[src/hw/rtl/isb_pkg.sv]
package isb_pkg;

  localparam int MAX_WIDTH  = 1024;
  localparam int MAX_HEIGHT = 1024;
  localparam int LINE_DEPTH = MAX_WIDTH / 2;

  localparam int CNT_W   = $clog2(MAX_WIDTH);
  localparam int ROW_W   = $clog2(MAX_HEIGHT);
  localparam int IDX_W   = $clog2(LINE_DEPTH);
  localparam int SIZE_W  = 11;
  localparam int COORD_W = 11;
  localparam int PIX_W   = 8;
  localparam int SUM_W   = PIX_W + 1;
  localparam int ADDR_W  = 4;
  localparam int DATA_W  = 32;
  localparam int PHASE_W = 2;

  localparam logic [ADDR_W-3:0] REG_SCALE_MODE   = 2'd0;
  localparam logic [ADDR_W-3:0] REG_FRAME_WIDTH  = 2'd1;
  localparam logic [ADDR_W-3:0] REG_FRAME_HEIGHT = 2'd2;

  localparam logic MODE_ZOOM_IN  = 1'b0;
  localparam logic MODE_ZOOM_OUT = 1'b1;

  localparam logic [PHASE_W-1:0] PHASE_LAST = 2'd3;

  localparam logic [SIZE_W-1:0] WIDTH_BOUND  = SIZE_W'(MAX_WIDTH);
  localparam logic [SIZE_W-1:0] HEIGHT_BOUND = SIZE_W'(MAX_HEIGHT);

  typedef struct packed {
    logic              scale_mode;
    logic [SIZE_W-1:0] width;
    logic [SIZE_W-1:0] height;
    logic              restart;
  } cfg_t;

  typedef struct packed {
    logic [PIX_W-1:0]   pix;
    logic [COORD_W-1:0] row;
    logic [COORD_W-1:0] col;
    logic               multi;
  } item_t;

  function automatic logic [SIZE_W-1:0] clamp_size(input logic [SIZE_W-1:0] v,
                                                   input logic [SIZE_W-1:0] bound);
    logic [SIZE_W-1:0] r;
    if (v == '0) begin
      r = SIZE_W'(1);
    end else if (v > bound) begin
      r = bound;
    end else begin
      r = v;
    end
    return r;
  endfunction

endpackage

[src/hw/rtl/isb_regs.sv]
module isb_regs import isb_pkg::*; (
  input  logic              clk,
  input  logic              rst,
  input  logic              psel,
  input  logic              penable,
  input  logic              pwrite,
  input  logic [ADDR_W-1:0] paddr,
  input  logic [DATA_W-1:0] pwdata,
  output logic [DATA_W-1:0] prdata,
  output logic              pready,
  output cfg_t              cfg
);

  logic              scale_mode;
  logic [SIZE_W-1:0] frame_width;
  logic [SIZE_W-1:0] frame_height;
  logic              wr;
  logic [ADDR_W-3:0] idx;

  assign pready = 1'b1;
  assign wr     = psel && penable && pwrite;
  assign idx    = paddr[ADDR_W-1:2];

  always_ff @(posedge clk) begin
    if (rst) begin
      scale_mode   <= MODE_ZOOM_IN;
      frame_width  <= WIDTH_BOUND;
      frame_height <= HEIGHT_BOUND;
    end else if (wr) begin
      case (idx)
        REG_SCALE_MODE:   scale_mode   <= pwdata[0];
        REG_FRAME_WIDTH:  frame_width  <= pwdata[SIZE_W-1:0];
        REG_FRAME_HEIGHT: frame_height <= pwdata[SIZE_W-1:0];
        default: ;
      endcase
    end
  end

  always_comb begin
    case (idx)
      REG_SCALE_MODE:   prdata = DATA_W'(scale_mode);
      REG_FRAME_WIDTH:  prdata = DATA_W'(frame_width);
      REG_FRAME_HEIGHT: prdata = DATA_W'(frame_height);
      default:          prdata = '0;
    endcase
  end

  // any write to a known register restarts the frame
  assign cfg.scale_mode = scale_mode;
  assign cfg.width      = clamp_size(frame_width, WIDTH_BOUND);
  assign cfg.height     = clamp_size(frame_height, HEIGHT_BOUND);
  assign cfg.restart    = wr && (idx == REG_SCALE_MODE || idx == REG_FRAME_WIDTH ||
                                 idx == REG_FRAME_HEIGHT);

endmodule

[src/hw/rtl/isb_front.sv]
module isb_front import isb_pkg::*; (
  input  logic             clk,
  input  logic             rst,
  input  cfg_t             cfg,
  input  logic             in_valid,
  output logic             in_ready,
  input  logic [PIX_W-1:0] pixel_in,
  output logic             item_valid,
  input  logic             item_ready,
  output item_t            item
);

  logic [CNT_W-1:0]  col_cnt;
  logic [ROW_W-1:0]  row_cnt;
  logic [PIX_W-1:0]  left_pixel;
  logic              col_wrap;
  logic              row_wrap;
  logic              accept;
  logic              buf_wr;
  logic [IDX_W-1:0]  buf_idx;
  logic [SUM_W-1:0]  pair_in;
  logic [SUM_W-1:0]  line_mem [LINE_DEPTH];

  // stage a
  logic              a_valid;
  logic              a_emit;
  logic              a_mode;
  logic [PIX_W-1:0]  a_pix;
  logic [PIX_W-1:0]  a_left;
  logic [CNT_W-1:0]  a_col;
  logic [ROW_W-1:0]  a_row;
  logic [SUM_W-1:0]  a_sum;
  logic              a_adv;
  logic [SUM_W-1:0]  a_pair;
  logic [SUM_W:0]    a_total;

  assign a_adv    = a_valid && (!a_emit || item_ready);
  assign in_ready = !a_valid || a_adv;
  assign accept   = in_valid && in_ready;

  assign col_wrap = (SIZE_W'(col_cnt) + SIZE_W'(1)) >= cfg.width;
  assign row_wrap = (SIZE_W'(row_cnt) + SIZE_W'(1)) >= cfg.height;

  assign buf_idx = col_cnt[CNT_W-1:1];
  assign pair_in = SUM_W'(left_pixel) + SUM_W'(pixel_in);
  assign buf_wr  = accept && cfg.scale_mode == MODE_ZOOM_OUT && col_cnt[0] && !row_cnt[0];

  always_ff @(posedge clk) begin
    if (rst) begin
      col_cnt    <= '0;
      row_cnt    <= '0;
      left_pixel <= '0;
      a_valid    <= 1'b0;
    end else begin
      if (cfg.restart) begin
        col_cnt <= '0;
        row_cnt <= '0;
      end else if (accept) begin
        if (col_wrap) begin
          col_cnt <= '0;
          row_cnt <= row_wrap ? '0 : row_cnt + ROW_W'(1);
        end else begin
          col_cnt <= col_cnt + CNT_W'(1);
        end
      end
      if (accept && cfg.scale_mode == MODE_ZOOM_OUT && !col_cnt[0]) begin
        left_pixel <= pixel_in;
      end
      if (accept) begin
        a_valid <= 1'b1;
      end else if (a_adv) begin
        a_valid <= 1'b0;
      end
    end
  end

  always_ff @(posedge clk) begin
    if (accept) begin
      a_mode <= cfg.scale_mode;
      a_pix  <= pixel_in;
      a_left <= left_pixel;
      a_col  <= col_cnt;
      a_row  <= row_cnt;
      a_emit <= cfg.scale_mode == MODE_ZOOM_IN || (col_cnt[0] && row_cnt[0]);
    end
  end

  // line buffer of even-row pair sums
  always_ff @(posedge clk) begin
    if (buf_wr) begin
      line_mem[buf_idx] <= pair_in;
    end
    if (accept) begin
      a_sum <= line_mem[buf_idx];
    end
  end

  assign a_pair  = SUM_W'(a_left) + SUM_W'(a_pix);
  assign a_total = (SUM_W + 1)'(a_sum) + (SUM_W + 1)'(a_pair);

  always_comb begin
    item_valid = a_valid && a_emit;
    if (a_mode == MODE_ZOOM_IN) begin
      item.pix   = a_pix;
      item.row   = COORD_W'({a_row, 1'b0});
      item.col   = COORD_W'({a_col, 1'b0});
      item.multi = 1'b1;
    end else begin
      item.pix   = a_total[SUM_W:2];
      item.row   = COORD_W'(a_row >> 1);
      item.col   = COORD_W'(a_col >> 1);
      item.multi = 1'b0;
    end
  end

  a_cnt_in_frame: assert property (@(posedge clk) disable iff (rst)
    SIZE_W'(col_cnt) < cfg.width && SIZE_W'(row_cnt) < cfg.height)
    else $error("pixel counters outside frame");

  a_stage_held: assert property (@(posedge clk) disable iff (rst)
    a_valid && !a_adv |=> a_valid && $stable(a_pix) && $stable(a_col))
    else $error("stalled stage a transaction lost");

  a_no_accept_stalled: assert property (@(posedge clk) disable iff (rst)
    a_valid && a_emit && !item_ready |-> !in_ready)
    else $error("input taken while stage a blocked");

endmodule

[src/hw/rtl/isb_out.sv]
module isb_out import isb_pkg::*; (
  input  logic               clk,
  input  logic               rst,
  input  logic               item_valid,
  output logic               item_ready,
  input  item_t              item,
  output logic               out_valid,
  input  logic               out_ready,
  output logic [PIX_W-1:0]   pixel_out,
  output logic [COORD_W-1:0] out_row,
  output logic [COORD_W-1:0] out_col,
  output logic               last_of_run
);

  logic               o_valid;
  item_t              o_item;
  logic [PHASE_W-1:0] phase;
  logic               load;

  assign last_of_run = !o_item.multi || phase == PHASE_LAST;
  assign item_ready  = !o_valid || (out_ready && last_of_run);
  assign load        = item_valid && item_ready;

  always_ff @(posedge clk) begin
    if (rst) begin
      o_valid <= 1'b0;
      phase   <= '0;
    end else if (load) begin
      o_valid <= 1'b1;
      phase   <= '0;
    end else if (o_valid && out_ready) begin
      if (last_of_run) begin
        o_valid <= 1'b0;
        phase   <= '0;
      end else begin
        phase <= phase + PHASE_W'(1);
      end
    end
  end

  always_ff @(posedge clk) begin
    if (load) begin
      o_item <= item;
    end
  end

  // block pixels walk in raster order inside the 2x2 block
  assign out_valid = o_valid;
  assign pixel_out = o_item.pix;
  assign out_row   = {o_item.row[COORD_W-1:1], o_item.row[0] | phase[1]};
  assign out_col   = {o_item.col[COORD_W-1:1], o_item.col[0] | phase[0]};

  a_single_phase: assert property (@(posedge clk) disable iff (rst)
    o_valid && !o_item.multi |-> phase == '0)
    else $error("zoom-out result beyond first phase");

  a_idle_phase: assert property (@(posedge clk) disable iff (rst)
    !o_valid |-> phase == '0)
    else $error("phase left over while empty");

  a_run_continues: assert property (@(posedge clk) disable iff (rst)
    o_valid && out_ready && !last_of_run |=> o_valid && phase == $past(phase) + PHASE_W'(1))
    else $error("zoom-in run cut short");

endmodule

[src/hw/rtl/image_scale_by_two.sv]
// channel   handshake              payload
// config    psel/penable/pready    paddr, pwdata, prdata (scale_mode, frame_width, frame_height)
// input     in_valid/in_ready      pixel_in
// output    out_valid/out_ready    pixel_out, out_row, out_col, last_of_run
//
// zoom-in: four output transactions per pixel, one per cycle unless out_ready stalls,
//   serialized by the single output register walking the 2x2 block
// zoom-out: one pixel per cycle unless stalled; one result per odd-row odd-column pixel
// reset (rst, synchronous) clears counters, pipeline valids and registers to their defaults
// the line buffer needs no clearing; a write to a known register restarts the frame at row 0, column 0
// output stalls back up through the stage register into in_ready
module image_scale_by_two import isb_pkg::*; (
  input  logic               clk,
  input  logic               rst,
  input  logic               psel,
  input  logic               penable,
  input  logic               pwrite,
  input  logic [ADDR_W-1:0]  paddr,
  input  logic [DATA_W-1:0]  pwdata,
  output logic [DATA_W-1:0]  prdata,
  output logic               pready,
  input  logic               in_valid,
  output logic               in_ready,
  input  logic [PIX_W-1:0]   pixel_in,
  output logic               out_valid,
  input  logic               out_ready,
  output logic [PIX_W-1:0]   pixel_out,
  output logic [COORD_W-1:0] out_row,
  output logic [COORD_W-1:0] out_col,
  output logic               last_of_run
);

  cfg_t  cfg;
  logic  item_valid;
  logic  item_ready;
  item_t item;

  isb_regs u_regs (
    .clk     (clk),
    .rst     (rst),
    .psel    (psel),
    .penable (penable),
    .pwrite  (pwrite),
    .paddr   (paddr),
    .pwdata  (pwdata),
    .prdata  (prdata),
    .pready  (pready),
    .cfg     (cfg)
  );

  isb_front u_front (
    .clk        (clk),
    .rst        (rst),
    .cfg        (cfg),
    .in_valid   (in_valid),
    .in_ready   (in_ready),
    .pixel_in   (pixel_in),
    .item_valid (item_valid),
    .item_ready (item_ready),
    .item       (item)
  );

  isb_out u_out (
    .clk         (clk),
    .rst         (rst),
    .item_valid  (item_valid),
    .item_ready  (item_ready),
    .item        (item),
    .out_valid   (out_valid),
    .out_ready   (out_ready),
    .pixel_out   (pixel_out),
    .out_row     (out_row),
    .out_col     (out_col),
    .last_of_run (last_of_run)
  );

endmodule

[config.mk]
export PLATFORM = sky130hd
export DESIGN_NAME = image_scale_by_two
export DESIGN_NICKNAME = d
export VERILOG_FILES = /design/src/hw/rtl/isb_pkg.sv /design/src/hw/rtl/isb_regs.sv /design/src/hw/rtl/isb_front.sv /design/src/hw/rtl/isb_out.sv /design/src/hw/rtl/image_scale_by_two.sv
export SDC_FILE = /design/constraint.sdc
export NUM_CORES = 2
export LEC_CHECK = 0
export BUFFER_PORTS_ARGS = -buffer_cell sky130_fd_sc_hd__buf_4
export CAP_MARGIN = 30
export CORE_ASPECT_RATIO = 1.2
export CORE_MARGIN = 2
export CORE_UTILIZATION = 37
export DETAILED_ROUTE_END_ITERATION = 16
export SYNTH_ARGS = -nofsm -noshare
export SYNTH_HDL_FRONTEND = slang
export SYNTH_MEMORY_MAX_BITS = 65536
export SYNTH_SLANG_ARGS = --single-unit
[constraint.sdc]
create_clock -name clk -period 58.4 [get_ports clk]
set_input_delay 5.84 -clock clk [delete_from_list [all_inputs] [get_ports clk]]
set_output_delay 5.84 -clock clk [all_outputs]
set_load 0.02 [all_outputs]
======== After elaboration in Yosys (flattened, before gate mapping) ========
Memory sizes are Yosys's and may differ from the RTL's. A register that Yosys moved wholly into a read port is not among the register bits.
Cells that the tools add are included.
word-level totals
  output and inout bits ................... 66
  register bits after elaboration ......... 124
  word-level logic and storage cells ...... 98
  input port bits ......................... 51
  bits in writable memories ............... 4608
  memories kept ........................... 1
memories
  name              depth  bits a word  read ports  clocked after memory_dff  wr ports  RTL line         source
  u_front.line_mem  512    9            1           1                         1         isb_front.sv:22  logic [SUM_W-1:0] line_mem [LINE_DEPTH];
operators by class
  muxes and demuxes ....................... 16
  eq/ne operators ......................... 3
  add/subtract/negate cells ............... 8
  order comparisons ....................... 4
  reduce and logical (&&, ||, !) cells .... 40
  bitwise gates (word level) .............. 3
operators with widths
  cell                     number
  $mux W11                 4
  $pmux W11 S3             1
  $mux W31                 1
  $add A10 B1 Y11 const B  2
  $ge A11 B11 Y1           2
  $gt A11 B11 Y1 const B   2
  $logic_not A11 Y1        2
  $add A10 B1 Y10 const B  2
  $mux W10                 2
  $add A8 B8 Y9            2
  $logic_and A1 B1 Y1      14
  $add A9 B9 Y10           1
  $reduce_and A2 Y1        5
  $logic_or A1 B1 Y1       7
  $mux W1                  7
  $logic_not A1 Y1         6
  $reduce_bool A2 Y1       3
  $eq A2 B2 Y1 const B     2
  $reduce_or A2 Y1         2
  $add A2 B1 Y2 const B    1
  $eq A2 B1 Y1 const B     1
  $logic_not A2 Y1         1
  $mux W2                  1
  $or A1 B1 Y1             2
  $not A1 Y1               1

======== Depth between registers and ports, before layout ========
  depth after elaboration ................. 13
  depth in mapped cells ................... 20
  gate-level depth less buffers ........... 13

======== Hierarchy ========
A second synthesis with hierarchy kept.
unflattened totals
  cell total of the unflattened synthesis .. 8655
  area, all modules ....................... 185364.0 um^2
modules (own cells, without submodules)
  module     cells an instance  times used  area each (um^2)
  isb_front  8408               1           182550.1
  isb_regs   167                1           1500.2
  isb_out    80                 1           1313.8

======== Worst setup path before layout ========
Ideal clock, no wire load.
  path kind ............................... in2reg
  start point ............................. input port pixel_in[0]
  end point ............................... memory u_front.line_mem[0][6] in the netlist's numbering (data pin)
  arrival time ............................ 21.408 ns
  library setup time ...................... 3.086 ns
  slack ................................... 33.906 ns
  buffers on the path ..................... 0
  stages .................................. 10
  cells stage by stage .................... ha_1 > inv_1 > fa_1 > inv_1 > a21oi_1 > o21ai_0 > a21oi_1 > nor2_1 > nor2_1 > xnor2_1
between the ends
  word-level cells in the longest chain between the ends .. 1
RTL lines
  what                    RTL line                  source
  from (decl)             image_scale_by_two.sv:24  input logic [PIX_W-1:0] pixel_in,
  $add A8 B8 Y9           isb_front.sv:45           assign pair_in = SUM_W'(left_pixel) + SUM_W'(pixel_in);
  net u_front.pair_in[6]  isb_front.sv:21           logic [SUM_W-1:0] pair_in;
  to (decl)               isb_front.sv:22
The timed path passes the listed nets, and every way through them passes these cells.

======== Final worst setup path ========
  start point ............................. input port paddr[3]
  end point ............................... output port prdata[9]
between the ends
  word-level cells in the longest chain between the ends .. 2
  elaborated cells between the ends (all ways) .. 4
  classes of those cells .................. eq/ne: 2; mux: 1; reduce/logical: 1
RTL lines
  what                                        RTL line                  source
  from (decl)                                 image_scale_by_two.sv:18  input logic [ADDR_W-1:0] paddr,
  $eq A2 B2 Y1, or another cell as far along  isb_regs.sv:40            case (idx)
  $pmux W11 S3 *                              isb_regs.sv:40
  to (decl)                                   image_scale_by_two.sv:20  output logic [DATA_W-1:0] prdata,
Mark *: on every way between the ends. The rest lies on a longest branch, timed or not.

==> metrics.md <==
| Metric | Value |
|---|---|
| Commonest non-fill, non-tap cell in the layout | `edfxtp_1` |
| Worst R2R Path Depth | `12` |
| Row cnt | `between 200 and 300` |
| Post-synth EDFFs | `about 4700` |
| Post-Synth Simple-Gate Area | `3.15%` |
| Critical Path End Type | `primary output` |
| Routed Antenna Nets | `0` |
| DRT iter0 DRCs | `13700` |
| DR vias/cell | `slightly below 6` |
| Final Setup Violations | `0` |
| Final WS setup | `~46 ns` |
| Mapped Cells | `between 8000 and 9000` |
| Slowest-stage cell, CP | `nor2b_1` |
| I/O pins | `117` |
| Area of the core | `499000 um2` |
| Most used cell, CP | `buf_4` |
| Post-cts resize count | `0` |
| CTS root buffer | `clkbuf_16` |
| Final Skew | `~0.059 ns` |
| Leak | `about 64 nW` |
| Post-CTS setup buffer count | `0` |
| Worst EP required | `around 53 ns` |
| Post-Route WL | `approximately 550000 um` |
| Worst skew pair latency | `around 0.98 ns` |
| Largest family of logic cells by synthesized area | `multiplexers` |
| Crit path DAT | `~7.0 ns` |
| Total power | `6.89 mW` |
| Chip Width | `650 um` |
| Routed WL per cell | `approximately 34 um` |
| CTS tree | `done` |
| Setup crit start | `paddr[3]` |
| Tmin final | `12.87 ns` |
| Worst-Margin Slew | `~1.3 ns` |
| Ys async rst share | `0%` |
| Placed Area | `~190000 um2` |
| Top_reg_cell synth | `edfxtp_1` |
| Routed vias | `around 95000` |
| Grt total ovfl | `0` |
| CTS sink cnt | `4741` |
| Yosys cell types | `77` |
| Hold depth | `0` |
| Fmax | `a little under 80 MHz` |
| Power Density | `33.0 nW/um2` |
| HP Start | `u_front.row_cnt[9]$_SDFFE_PP0P_` |
| Post-Synth XOR/XNOR Area | `less than 1%` |
| Non-Filler Instances | `roughly 16000` |
| Full die area | `between 500000 and 600000 um2` |
| Pre-CTS WS | `around 46 ns` |
| DRT Pass-1 Iters | `8` |
| Share of post-route cells with drive strength above 1 | `a little under a quarter` |
| Worst R2R Start | `u_front.col_cnt[1]$_SDFFE_PP0P_` |
| Placer Congestion | `approximately 0.9` |
| Crit-path max cell delay | `approximately 0.65 ns` |
| Clock Path Buffers | `4` |
| Dpl cells | `15300` |
| CTS clock-pin slew for the worst setup and hold paths | `approximately 0.070 ns` |
| Post-Syn Area | `roughly 190000 um2` |
| Total track usage | `approximately a fifth` |
| DRC | `0` |
| Status | `finished, final reports clean` |
| Final period util | `approximately 22%` |
| Number of synthesis warnings | `0` |
| Filler Cell Count | `between 40000 and 50000` |
| # port buffers | `71` |
| Vias in the first global route | `roughly 94000` |
| Synth Register Bits | `4741` |
| Initial antenna violation count | `48` |
| # hold bufs at CTS | `0` |
| Worst path cell trace | `buf_4, nor2b_1, a22o_1, buf_4` |
| Synth-to-Final Area Change | `12.7%` |
| Final slew viol count | `0` |
| Commonest non-fill, non-tap cells in the layout | `edfxtp_1, mux4_2, nor2_1, clkbuf_16, nand2_1` |
| Initial Utilization | `about 37%` |
| Max-cap violations | `0` |
| Die outline height | `between 700 and 800 um` |
| First-pass GRT wire length | `754000 um` |
| HP Class | `reg -> reg` |
| Post-Synth Adder-Cell Area | `less than 1%` |
| Final setup TNS | `0 ns` |
| Final-stage net count | `slightly above 9000` |
| Mux cell area share after synthesis | `between 10% and 20%` |
| Startpoint Class | `primary input` |
| Synth Area in Compound Gates | `between 2 and 2.5%` |
| Post-route cell area | `around 210000 um2` |
| Slew HR | `about 16%` |
| Worst vdd ir | `roughly 0.000029 V` |
| Register area share after synthesis | `76.5%` |
| Total CTS buffers | `430` |
| Hpwl dp | `between 300000 and 400000 um` |
| RSZ-0062 raised after global routing | `no` |
| Critical path class | `in -> out` |
| Fin. Hold Viols | `0` |
| Syn avg cell area | `between 20 and 25 um2` |
| Largest net degree at the start of global routing | `~220` |
| Crit-path max FO | `13` |
| # H-tree levels | `5` |
[through the flow]
| stage | util, % | hold WS, ns |
|---|---|---|
| after floorplan | - | 0.406 |
| after global placement | 38.8 | 0.426 |
| after detailed placement | 38.9 | 0.420 |
| after CTS | 41.8 | 0.432 |
| after global routing | 41.9 | 0.446 |
| final | 41.9 | 0.432 |
[metal layers]
layer  vias up  global-route usage [%]  wire length, um
met5         -                       0              169
met3      1087                    4.61            53500
met2      5588                    33.6           260000
li1      37400                       -                -
met4        20                    12.4            34000
met1     50500                    26.8           199000
[worst paths after layout]
| check | to | slack, ns |
|---|---|---|
| max | prdata[9] | 45.53 |
| min | u_front.a_row[9]$_DFFE_PP_ | 0.43 |
| max reg2reg | u_front.a_sum[6]$_DFFE_PP_ | 50.34 |
| min reg2reg | u_front.a_row[9]$_DFFE_PP_ | 0.43 |
[flip-flops by register name (all words and copies together), names as in the netlist, 2 cells and up]
| signal | flops |
|---|---|
| u_front.line_mem | 4608 |
| u_regs.frame_height | 11 |
| u_regs.frame_width | 11 |
| u_front.a_col | 10 |
| u_front.a_row | 10 |
| u_front.col_cnt | 10 |
| u_front.row_cnt | 10 |
| u_out.out_col | 10 |
| u_out.out_row | 10 |
| u_front.a_sum | 9 |
| u_front.a_left | 8 |
| u_front.a_pix | 8 |
| u_front.left_pixel | 8 |
| u_out.pixel_out | 8 |
| u_out.o_item | 3 |
| u_out.phase | 2 |
[cells in the mapped netlist (32+ instances only)]
| cell | count | share of area, % |
|---|---|---|
| nor3_1 | 42 | 0.11 |
| a221oi_1 | 37 | 0.17 |
| nand4_1 | 36 | 0.12 |
| buf_6 | 37 | 0.22 |
| a21oi_1 | 118 | 0.32 |
| nor2_1 | 665 | 1.3 |
| buf_2 | 191 | 0.52 |
| mux2_2 | 48 | 0.29 |
| inv_1 | 35 | 0.071 |
| ha_1 | 41 | 0.28 |
| o21ai_0 | 69 | 0.19 |
| mux2i_1 | 312 | 1.7 |
| buf_1 | 42 | 0.085 |
| a31oi_1 | 32 | 0.11 |
| nand3_1 | 120 | 0.32 |
| o22ai_1 | 52 | 0.18 |
| nand2_1 | 375 | 0.76 |
| a22oi_1 | 109 | 0.44 |
| dfxtp_1 | 55 | 0.59 |
| buf_4 | 122 | 0.49 |
| edfxtp_1 | 4686 | 76 |
| clkbuf_1 | 183 | 0.37 |
| mux4_2 | 1120 | 14 |
[worst max-delay path, delay by kind of cell]
kind / cells / cell delay [ns]
AND/OR/NAND/NOR: 1 / 0.65
buffers and inverters: 2 / 0.28
AO/OA/AOI/OAI: 1 / 0.26
[power breakdown]
part | switching (mW) | internal (mW) | total [mW]
Sequential | 0.00330 | 3.74 | 3.74
Clock | 1.27 | 1.64 | 2.90
Combinational | 0.155 | 0.0851 | 0.240
Total | 1.42 | 5.46 | 6.89
[kinds of logic (layout without fill, tap and decap cells)]
family	Yosys count	after routing
AO/OA/AOI/OAI	635	635
XOR/XNOR	32	32
adder cells (fa/ha/maj)	50	50
buffers and inverters	615	1210
flip-flops	4741	4741
multiplexers	1480	1480
other	2	74
AND/OR/NAND/NOR	1374	1374
[layout make-up]
type                    instances  area, um2  area share, %
flip-flops and latches       4741     142000           67.9
clock inverters               273       3040           1.46
multi-input cells            3593      40700           19.5
repair buffers                383       3470           1.66
diodes                         52        130         0.0623
inverters                      39        171         0.0821
well taps                    6578       8230           3.94
clock buffers                 515      11300           5.40
Power figures use the tool's default switching activity.
